--- src/sv/swfs_pkg.sv ---
// Shared types, codes and constants for the stair wave fade sequencer.
// Used by the controller, the datapath and the top level; no dependencies.
`timescale 1ns / 1ps

package swfs_pkg;

  // Field widths
  localparam int MODE_W   = 2;
  localparam int CH_W     = 5;
  localparam int DUTY_W   = 22;
  localparam int STAT_W   = 2;
  localparam int CNT_W    = 6;
  localparam int DUTYC_W  = 16;
  localparam int INC_W    = 12;
  localparam int WW_W     = 12;
  localparam int RAMP_W   = 20;
  localparam int CALC_W   = 23;
  localparam int CFG_IDX_W  = 3;
  localparam int CFG_DATA_W = 16;
  localparam int IN_DATA_W  = 8;
  localparam int OUT_DATA_W = 32;

  // Parameter defaults and limits
  localparam int MAX_STAIRS_DEF = 32;
  localparam int RESULT_LIMIT   = 32;

  // Command modes
  localparam logic [MODE_W-1:0] MODE_TICK  = 2'd0;
  localparam logic [MODE_W-1:0] MODE_ON    = 2'd1;
  localparam logic [MODE_W-1:0] MODE_OFF   = 2'd2;
  localparam logic [MODE_W-1:0] MODE_STOP  = 2'd3;

  // Result status codes
  localparam logic [STAT_W-1:0] ST_IDLE     = 2'd0;
  localparam logic [STAT_W-1:0] ST_RUNNING  = 2'd1;
  localparam logic [STAT_W-1:0] ST_DONE_ON  = 2'd2;
  localparam logic [STAT_W-1:0] ST_DONE_OFF = 2'd3;

  // Register indexes
  localparam logic [CFG_IDX_W-1:0] REG_STAIR_COUNT = 3'd0;
  localparam logic [CFG_IDX_W-1:0] REG_MIN_DUTY    = 3'd1;
  localparam logic [CFG_IDX_W-1:0] REG_MAX_DUTY    = 3'd2;
  localparam logic [CFG_IDX_W-1:0] REG_RAMP_INC    = 3'd3;
  localparam logic [CFG_IDX_W-1:0] REG_WAVE_WIDTH  = 3'd4;

  // Register reset values
  localparam logic [CNT_W-1:0]   RST_STAIR_COUNT = 6'd16;
  localparam logic [DUTYC_W-1:0] RST_MIN_DUTY    = 16'd0;
  localparam logic [DUTYC_W-1:0] RST_MAX_DUTY    = 16'hFFFF;
  localparam logic [INC_W-1:0]   RST_RAMP_INC    = 12'd64;
  localparam logic [WW_W-1:0]    RST_WAVE_WIDTH  = 12'd256;

  // Controller to datapath commands
  typedef struct packed {
    logic accept;    // input transaction taken this cycle
    logic prep;      // latch base duty and stair count for a running tick
    logic emit;      // load the next stair result into the output register
    logic emit_off;  // load the single off result
  } dp_cmd_t;

  // Datapath to controller status
  typedef struct packed {
    logic running;   // a ramp is in progress
    logic at_last;   // current stair is the last of this tick
    logic out_free;  // output register can take a result this cycle
  } dp_stat_t;

endpackage

--- src/sv/stair_wave_fade_sequencer_top.sv ---
// Stair wave fade sequencer top level: stream ports, configuration port,
// controller and datapath (swfs_ctrl, swfs_datapath, swfs_pkg).
// Start and stop produce no result; an idle tick loads its single off result from
// the off state; a running tick of n stairs passes the prepare state, then loads
// its n results. Throughput: one result a cycle while the output is not stalled;
// no command is taken until a tick is done. Reset: synchronous, registers to defaults.
`timescale 1ns / 1ps

module stair_wave_fade_sequencer_top
  import swfs_pkg::*;
#(
  parameter int MAX_STAIRS = MAX_STAIRS_DEF
) (
  input  logic                  clk,
  input  logic                  rst_n,
  // Configuration write channel
  input  logic                  cfg_valid,
  output logic                  cfg_ready,
  input  logic [CFG_IDX_W-1:0]  cfg_index,
  input  logic [CFG_DATA_W-1:0] cfg_data,
  // Input stream
  input  logic                  in_tvalid,
  output logic                  in_tready,
  input  logic [IN_DATA_W-1:0]  in_tdata,   // [0] direction, [7:1] zero
  input  logic [MODE_W-1:0]     in_tuser,   // [1:0] mode
  // Result stream
  output logic                  out_tvalid,
  input  logic                  out_tready,
  output logic [OUT_DATA_W-1:0] out_tdata,  // [4:0] channel, [26:5] raw_duty,
                                            // [28:27] status, [31:29] zero
  output logic                  out_tlast   // last result of the tick
);

  dp_cmd_t           cmd;
  dp_stat_t          stat;
  logic [CH_W-1:0]   out_channel;
  logic [DUTY_W-1:0] out_raw_duty;
  logic [STAT_W-1:0] out_status;

  // The user must write registers only while idle; the block does not enforce it, so always take the write
  assign cfg_ready = 1'b1;

  swfs_ctrl u_ctrl (
    .clk       (clk),
    .rst_n     (rst_n),
    .in_tvalid (in_tvalid),
    .in_tready (in_tready),
    .in_mode   (in_tuser),
    .stat      (stat),
    .cmd       (cmd)
  );

  swfs_datapath #(
    .MAX_STAIRS (MAX_STAIRS)
  ) u_dp (
    .clk          (clk),
    .rst_n        (rst_n),
    .cfg_valid    (cfg_valid),
    .cfg_index    (cfg_index),
    .cfg_data     (cfg_data),
    .in_mode      (in_tuser),
    .in_direction (in_tdata[0]),
    .cmd          (cmd),
    .stat         (stat),
    .out_tvalid   (out_tvalid),
    .out_tready   (out_tready),
    .out_channel  (out_channel),
    .out_raw_duty (out_raw_duty),
    .out_status   (out_status),
    .out_last     (out_tlast)
  );

  // Pack result fields, lowest first
  assign out_tdata = OUT_DATA_W'({out_status, out_raw_duty, out_channel});

endmodule

--- src/sv/swfs_ctrl.sv ---
// Controller state machine of the stair wave fade sequencer.
// Depends on swfs_pkg; drives commands to swfs_datapath and reads its status.
`timescale 1ns / 1ps

module swfs_ctrl
  import swfs_pkg::*;
(
  input  logic              clk,
  input  logic              rst_n,
  input  logic              in_tvalid,
  output logic              in_tready,
  input  logic [MODE_W-1:0] in_mode,
  input  dp_stat_t          stat,
  output dp_cmd_t           cmd
);

  localparam logic [1:0] S_IDLE = 2'd0;
  localparam logic [1:0] S_PREP = 2'd1;
  localparam logic [1:0] S_EMIT = 2'd2;
  localparam logic [1:0] S_OFF  = 2'd3;

  logic [1:0] state_r, state_nxt;
  logic       accept;

  assign in_tready = (state_r == S_IDLE);
  assign accept    = in_tvalid && in_tready;

  // Sequence commands: take a command, then prepare and walk the stairs, or emit the off result for an idle tick
  always_comb begin
    state_nxt    = state_r;
    cmd.accept   = accept;
    cmd.prep     = 1'b0;
    cmd.emit     = 1'b0;
    cmd.emit_off = 1'b0;
    case (state_r)
      S_IDLE: begin
        if (accept && in_mode == MODE_TICK) begin
          state_nxt = stat.running ? S_PREP : S_OFF;
        end
      end
      S_PREP: begin
        cmd.prep  = 1'b1;
        state_nxt = S_EMIT;
      end
      S_EMIT: begin
        if (stat.out_free) begin
          cmd.emit = 1'b1;
          if (stat.at_last) begin
            state_nxt = S_IDLE;
          end
        end
      end
      S_OFF: begin
        if (stat.out_free) begin
          cmd.emit_off = 1'b1;
          state_nxt    = S_IDLE;
        end
      end
      default: state_nxt = S_IDLE;
    endcase
  end

  always_ff @(posedge clk) begin
    if (!rst_n) begin
      state_r <= S_IDLE;
    end else begin
      state_r <= state_nxt;
    end
  end

endmodule

--- src/sv/swfs_datapath.sv ---
// Datapath of the stair wave fade sequencer: registers, ramp state, duty
// arithmetic and the output register. Depends on swfs_pkg; driven by swfs_ctrl.
`timescale 1ns / 1ps

module swfs_datapath
  import swfs_pkg::*;
#(
  parameter int MAX_STAIRS = MAX_STAIRS_DEF
) (
  input  logic                  clk,
  input  logic                  rst_n,
  input  logic                  cfg_valid,
  input  logic [CFG_IDX_W-1:0]  cfg_index,
  input  logic [CFG_DATA_W-1:0] cfg_data,
  input  logic [MODE_W-1:0]     in_mode,
  input  logic                  in_direction,
  input  dp_cmd_t               cmd,
  output dp_stat_t              stat,
  output logic                  out_tvalid,
  input  logic                  out_tready,
  output logic [CH_W-1:0]       out_channel,
  output logic [DUTY_W-1:0]     out_raw_duty,
  output logic [STAT_W-1:0]     out_status,
  output logic                  out_last
);

  localparam int LIM   = (MAX_STAIRS < RESULT_LIMIT) ? MAX_STAIRS : RESULT_LIMIT;
  localparam int IDX_W = (LIM > 1) ? $clog2(LIM) : 1;
  localparam int LAG_W = WW_W + IDX_W;

  // Configuration registers
  logic [CNT_W-1:0]   stair_count_r;
  logic [DUTYC_W-1:0] min_duty_r;
  logic [DUTYC_W-1:0] max_duty_r;
  logic [INC_W-1:0]   ramp_inc_r;
  logic [WW_W-1:0]    wave_width_r;

  // Ramp state
  logic [RAMP_W-1:0] ramp_r, ramp_nxt;
  logic              dir_r, dir_nxt;
  logic              on_r, on_nxt;
  logic              running_r, running_nxt;

  // Per-tick walk
  logic [CALC_W-1:0] base_r;
  logic [LAG_W-1:0]  lag_r;
  logic [IDX_W-1:0]  idx_r;
  logic [IDX_W-1:0]  last_idx_r;

  // Output register
  logic              oval_r, oval_nxt;
  logic [CH_W-1:0]   och_r;
  logic [DUTY_W-1:0] oduty_r;
  logic [STAT_W-1:0] ostat_r;
  logic              olast_r;

  logic [RAMP_W:0]     ramp_sum;
  logic [CNT_W:0]      n_clamp;
  logic [CALC_W-1:0]   base_nxt;
  logic [CALC_W-1:0]   duty;
  logic [IDX_W-1:0]    ch_idx;
  logic [STAT_W-1:0]   final_stat;

  // Write configuration registers; unknown indexes are ignored
  always_ff @(posedge clk) begin
    if (!rst_n) begin
      stair_count_r <= RST_STAIR_COUNT;
      min_duty_r    <= RST_MIN_DUTY;
      max_duty_r    <= RST_MAX_DUTY;
      ramp_inc_r    <= RST_RAMP_INC;
      wave_width_r  <= RST_WAVE_WIDTH;
    end else if (cfg_valid) begin
      case (cfg_index)
        REG_STAIR_COUNT: stair_count_r <= cfg_data[CNT_W-1:0];
        REG_MIN_DUTY:    min_duty_r    <= cfg_data[DUTYC_W-1:0];
        REG_MAX_DUTY:    max_duty_r    <= cfg_data[DUTYC_W-1:0];
        REG_RAMP_INC:    ramp_inc_r    <= cfg_data[INC_W-1:0];
        REG_WAVE_WIDTH:  wave_width_r  <= cfg_data[WW_W-1:0];
        default: ;
      endcase
    end
  end

  // Saturating ramp advance
  assign ramp_sum = {1'b0, ramp_r} + (RAMP_W + 1)'(ramp_inc_r);

  // Clamp stair count to one .. LIM
  always_comb begin
    if (stair_count_r == '0) begin
      n_clamp = (CNT_W + 1)'(1);
    end else if ((CNT_W + 1)'(stair_count_r) > (CNT_W + 1)'(LIM)) begin
      n_clamp = (CNT_W + 1)'(LIM);
    end else begin
      n_clamp = (CNT_W + 1)'(stair_count_r);
    end
  end

  // Base duty: ramp plus offset on turn-on, full minus ramp on turn-off
  assign base_nxt = on_r ? (CALC_W'(ramp_r) + CALC_W'(min_duty_r))
                         : (CALC_W'(max_duty_r) - CALC_W'(ramp_r));

  // Duty of the current stair, and the end test on the last one
  assign duty   = on_r ? (base_r - CALC_W'(lag_r)) : (base_r + CALC_W'(lag_r));
  assign ch_idx = dir_r ? (last_idx_r - idx_r) : idx_r;

  always_comb begin
    final_stat = ST_RUNNING;
    if (on_r && ($signed(duty) >= $signed(CALC_W'(max_duty_r)))) begin
      final_stat = ST_DONE_ON;
    end else if (!on_r && duty[CALC_W-1]) begin
      final_stat = ST_DONE_OFF;
    end
  end

  // Ramp state updates from commands and the end of a ramp
  always_comb begin
    ramp_nxt    = ramp_r;
    dir_nxt     = dir_r;
    on_nxt      = on_r;
    running_nxt = running_r;
    if (cmd.accept) begin
      case (in_mode)
        MODE_ON, MODE_OFF: begin
          dir_nxt     = in_direction;
          ramp_nxt    = '0;
          on_nxt      = (in_mode == MODE_ON);
          running_nxt = 1'b1;
        end
        MODE_STOP: begin
          running_nxt = 1'b0;
          ramp_nxt    = '0;
        end
        MODE_TICK: begin
          if (running_r) begin
            ramp_nxt = ramp_sum[RAMP_W] ? '1 : ramp_sum[RAMP_W-1:0];
          end
        end
        default: ;
      endcase
    end
    if (cmd.emit && stat.at_last && final_stat != ST_RUNNING) begin
      running_nxt = 1'b0;
    end
  end

  always_ff @(posedge clk) begin
    if (!rst_n) begin
      ramp_r    <= '0;
      dir_r     <= 1'b0;
      on_r      <= 1'b0;
      running_r <= 1'b0;
    end else begin
      ramp_r    <= ramp_nxt;
      dir_r     <= dir_nxt;
      on_r      <= on_nxt;
      running_r <= running_nxt;
    end
  end

  // Stair walk: prepare once, then advance index and lag per result
  always_ff @(posedge clk) begin
    if (cmd.prep) begin
      base_r     <= base_nxt;
      last_idx_r <= IDX_W'(n_clamp - (CNT_W + 1)'(1));
      idx_r      <= '0;
      lag_r      <= '0;
    end else if (cmd.emit) begin
      idx_r <= idx_r + IDX_W'(1);
      lag_r <= lag_r + LAG_W'(wave_width_r);
    end
  end

  // Output register: hold while stalled, reload when free
  always_comb begin
    oval_nxt = oval_r;
    if (cmd.emit || cmd.emit_off) begin
      oval_nxt = 1'b1;
    end else if (out_tready) begin
      oval_nxt = 1'b0;
    end
  end

  always_ff @(posedge clk) begin
    if (!rst_n) begin
      oval_r <= 1'b0;
    end else begin
      oval_r <= oval_nxt;
    end
  end

  always_ff @(posedge clk) begin
    if (cmd.emit) begin
      och_r   <= CH_W'(ch_idx);
      oduty_r <= duty[DUTY_W-1:0];
      ostat_r <= stat.at_last ? final_stat : ST_RUNNING;
      olast_r <= stat.at_last;
    end else if (cmd.emit_off) begin
      och_r   <= '0;
      oduty_r <= '0;
      ostat_r <= ST_IDLE;
      olast_r <= 1'b1;
    end
  end

  assign stat.running  = running_r;
  assign stat.at_last  = (idx_r == last_idx_r);
  assign stat.out_free = !oval_r || out_tready;

  assign out_tvalid   = oval_r;
  assign out_channel  = och_r;
  assign out_raw_duty = oduty_r;
  assign out_status   = ostat_r;
  assign out_last     = olast_r;

endmodule

--- config.mk ---
export PLATFORM = sky130hd
export DESIGN_NAME = stair_wave_fade_sequencer_top
export DESIGN_NICKNAME = d
export VERILOG_FILES = /design/src/sv/swfs_pkg.sv /design/src/sv/stair_wave_fade_sequencer_top.sv /design/src/sv/swfs_ctrl.sv /design/src/sv/swfs_datapath.sv
export SDC_FILE = /design/constraint.sdc
export NUM_CORES = 1
export LEC_CHECK = 0
export BUFFER_PORTS_ARGS = -buffer_cell sky130_fd_sc_hd__buf_2
export CORE_AREA = 3 3 215 217
export DETAILED_ROUTE_END_ITERATION = 8
export DIE_AREA = 0 0 218 220
export GPL_TIMING_DRIVEN = 0
export PLACE_DENSITY = 0.42
export SYNTH_ARGS = -nofsm -noshare
export SYNTH_HDL_FRONTEND = slang
export SYNTH_SLANG_ARGS = --single-unit
--- constraint.sdc ---
create_clock -name clk -period 6.32 [get_ports clk]
set_input_delay 0.316 -clock clk [delete_from_list [all_inputs] [get_ports clk]]
set_output_delay 0.316 -clock clk [all_outputs]
set_load 0.02 [all_outputs]
==> summary.txt <==
status -> finished, final reports clean
fraction of registers with async set/reset -> 0
CTS tree -> done
number of gates resized after CTS -> 0
final setup violation count -> 0
Sink Count -> 167
fill count -> 4,746
largest net degree at the start of global routing -> 33
Reg power frac -> 0.298
Synth area leaders -> dfxtp_1, edfxtp_1, ha_1
Syn. warnings -> 0
Yosys top cell area share -> 0.198
final worst-path cycle share -> 0.824
RD Place Congestion -> 0.907
area leader, netlist -> dfxtp_1
Inst Count DP -> 1,941
H-tree levels -> 4
initial core utilization -> 0.251
P_leak -> 5.11 nW
ratio of cells with drive above 1 in the final layout -> 0.0891
drc violations -> 0
worst min path class -> primary input to register
achievable frequency -> 192 MHz
CP Capture Type -> register
Clock Power Share -> 0.261
Seq/Total Area, Yosys -> 0.352
Final Non-Filler Cells -> 1,973
hold_buf cts -> 0
I/O pin cnt -> 70
number of core rows -> 77
Rel. slew slack -> 0.178
Synth Instances -> 1,288
Cell Pwr Density -> 332 nW/um^2
number of detailed-route iterations in the first pass -> 5
Remaining Overflow, GRT -> 0
fin. max-slew vios -> 0
antenna violations before repair -> 1
Root Driver -> clkbuf_16
clock skew -> 11.6 ps
setup TNS -> 0 ps
Worst Path Arrival -> 5420 ps
Final Hold Vio Count -> 0
GRT Overall Usage -> 0.141
DIE AREA -> 48,000 um^2
Avg WL per Cell -> 16.8 um
Sw Pwr -> 1.66 mW
r2r worst-path depth -> 21
hpwl dp -> 27.1 mm
Max Buffers Root-to-Sink -> 2
first-pass GRT wire length -> 51.7 mm
Yosys reg bits -> 167
ys flop type -> dfxtp_1
cts bufs inserted -> 17
multi-input logic area -> 6680 um^2
unrepaired setup endpoints after global routing -> false
Mapped Area -> 11,100 um^2
IO Port Bufs -> 58
Pint -> 2.58 mW
Least-Margin Pin Slew -> 1230 ps
Syn Area/Cell -> 8.63 um^2
Vias -> 9,071
Worst setup SP type -> register
vias in the first global route -> 9,047
die height -> 220 um
post-synth cell types -> 82
# diodes -> 0
Iter 0 DRT Violations -> 513
Post-synth EDFFs -> 57
core footprint -> 44,300 um^2
worst hold path stage count -> 3
peak supply drop -> 0.000193 V
minimum clock period after layout -> 5210 ps
Routed Antenna Nets -> 0
worst skew pair latency -> 460 ps
Die W -> 218 um
critical path type -> register to register
sequential standard cell area -> 3910 um^2
Comb pwr share -> 0.441
Post-CTS Setup Inserts -> 0
Crit path required time -> 6530 ps
most frequent cell after synthesis -> nand2_1
Synth top cells by count -> nand2_1, dfxtp_1, ha_1, a21oi_1, nor2_1
Routed WL -> 33.1 mm
P&R area growth vs syn -> 14.9%
clock-pin slew on the worst setup and hold paths -> 70 ps
Crit Path Max Fanout -> 10
nets@finish -> 1,512
switching share of total power -> 0.392
max-cap violation count -> 0
Avg Vias per Cell -> 4.60
path summary, 6_finish.rpt:
| kind | start | end | slack [ps] |
|---|---|---|---|
| worst max-delay path | u_dp.on_r | u_dp.out_status[1] | 1110 |
| worst min register to register | u_dp.min_duty_r[3] | u_dp.min_duty_r[3] | 470 |
| worst min-delay path | in_tdata[0] | u_dp.dir_r | 120 |
| worst max register to register | u_dp.on_r | u_dp.out_status[1] | 1110 |
stage by stage:
stage / power, mW / util / hold slack, ps / area (um^2) / setup WS (ps)
3_5_place_dp: 3.17 / 0.275 / 462 / 12200 / 1080
3_3_place_gp: 3.16 / 0.274 / 457 / 12100 / 1050
5_1_grt: 4.56 / 0.288 / 101 / 12800 / 663
6_report: 4.24 / 0.288 / 121 / 12800 / 1110
4_1_cts: 4.29 / 0.288 / 95.6 / 12800 / 1030
2_1_floorplan: 2.67 / - / 440 / 11100 / 2160
metal layers:
| metal | global-route usage | vias up | wire length, um |
|---|---|---|---|
| met4 | 0.0389 | 2 | 603 |
| li1 | - | 4714 | - |
| met1 | 0.185 | 4181 | 15800 |
| met5 | 0 | - | 7 |
| met3 | 0.0240 | 33 | 928 |
| met2 | 0.240 | 141 | 15800 |
worst max-delay path, cell delays in order, from the launching register on:
cell	delay, ps
dfxtp_1	330
buf_6	170
clkbuf_1	590
nor2_1	140
xnor2_1	220
ha_1	310
o21a_1	180
o31a_1	140
o21ai_2	290
nor2_1	100
a21o_1	190
a31oi_1	290
o21ai_0	180
xor2_1	300
ha_1	330
nand4_1	110
nor2_1	50
o21ai_0	90
o2111ai_1	210
nand4b_1	230
or3_1	340
and2_1	150
power groups by stage:
stage          logic, mW  clock network (mW)  registers (mW)
2_1_floorplan       1.39                   0            1.28
3_3_place_gp        1.87                   0            1.29
3_5_place_dp        1.88                   0            1.29
4_1_cts             1.89                1.14            1.26
5_1_grt             2.10                1.18            1.27
6_report            1.87                1.11            1.26
final cells by class:
type / count / share of cell area
Multi-Input combinational cell: 995 / 0.523
Sequential cell: 167 / 0.306
Tap cell: 592 / 0.0580
Clock buffer: 17 / 0.0333
Timing Repair Buffer: 59 / 0.0243
Inverter: 80 / 0.0235
Buffer: 48 / 0.0176
Clock inverter: 15 / 0.0137
cell usage in the layout (no fill, tap or decap), types with 19 or more instances in the layout:
| cell | n |
|---|---|
| a21boi_0 | 49 |
| a21o_1 | 23 |
| a21oi_1 | 95 |
| and2_1 | 21 |
| buf_2 | 59 |
| clkbuf_1 | 35 |
| dfxtp_1 | 110 |
| edfxtp_1 | 57 |
| ha_1 | 104 |
| inv_1 | 79 |
| nand2_1 | 165 |
| nand2b_1 | 19 |
| nand3_1 | 28 |
| nor2_1 | 87 |
| nor2b_1 | 21 |
| nor3_1 | 27 |
| o211ai_1 | 22 |
| o21ai_0 | 72 |
| xnor2_1 | 59 |
| xor2_1 | 28 |
sequential cells by signal, summed over array words and instances, names as in the netlist, 12 cells and up:
name	cells
u_dp.lag_r	17
u_dp.base_r	22
u_dp.out_raw_duty	22
u_dp.max_duty_r	16
u_dp.wave_width_r	12
u_dp.ramp_inc_r	12
u_dp.ramp_r	20
u_dp.min_duty_r	16
cells by family (layout without fill, tap and decap cells):
group           count (synthesis)  after routing  synth area share
compound gates                355            355             0.207
xor+xnor                       88             88            0.0707
fa+ha+maj                     110            110             0.128
buf+inv                       128            219            0.0472
flops                         167            167             0.352
mux                            13             13            0.0118
other cells                     2              4          0.000676
simple gates                  425            425             0.182
Power figures use the tool's default switching activity.
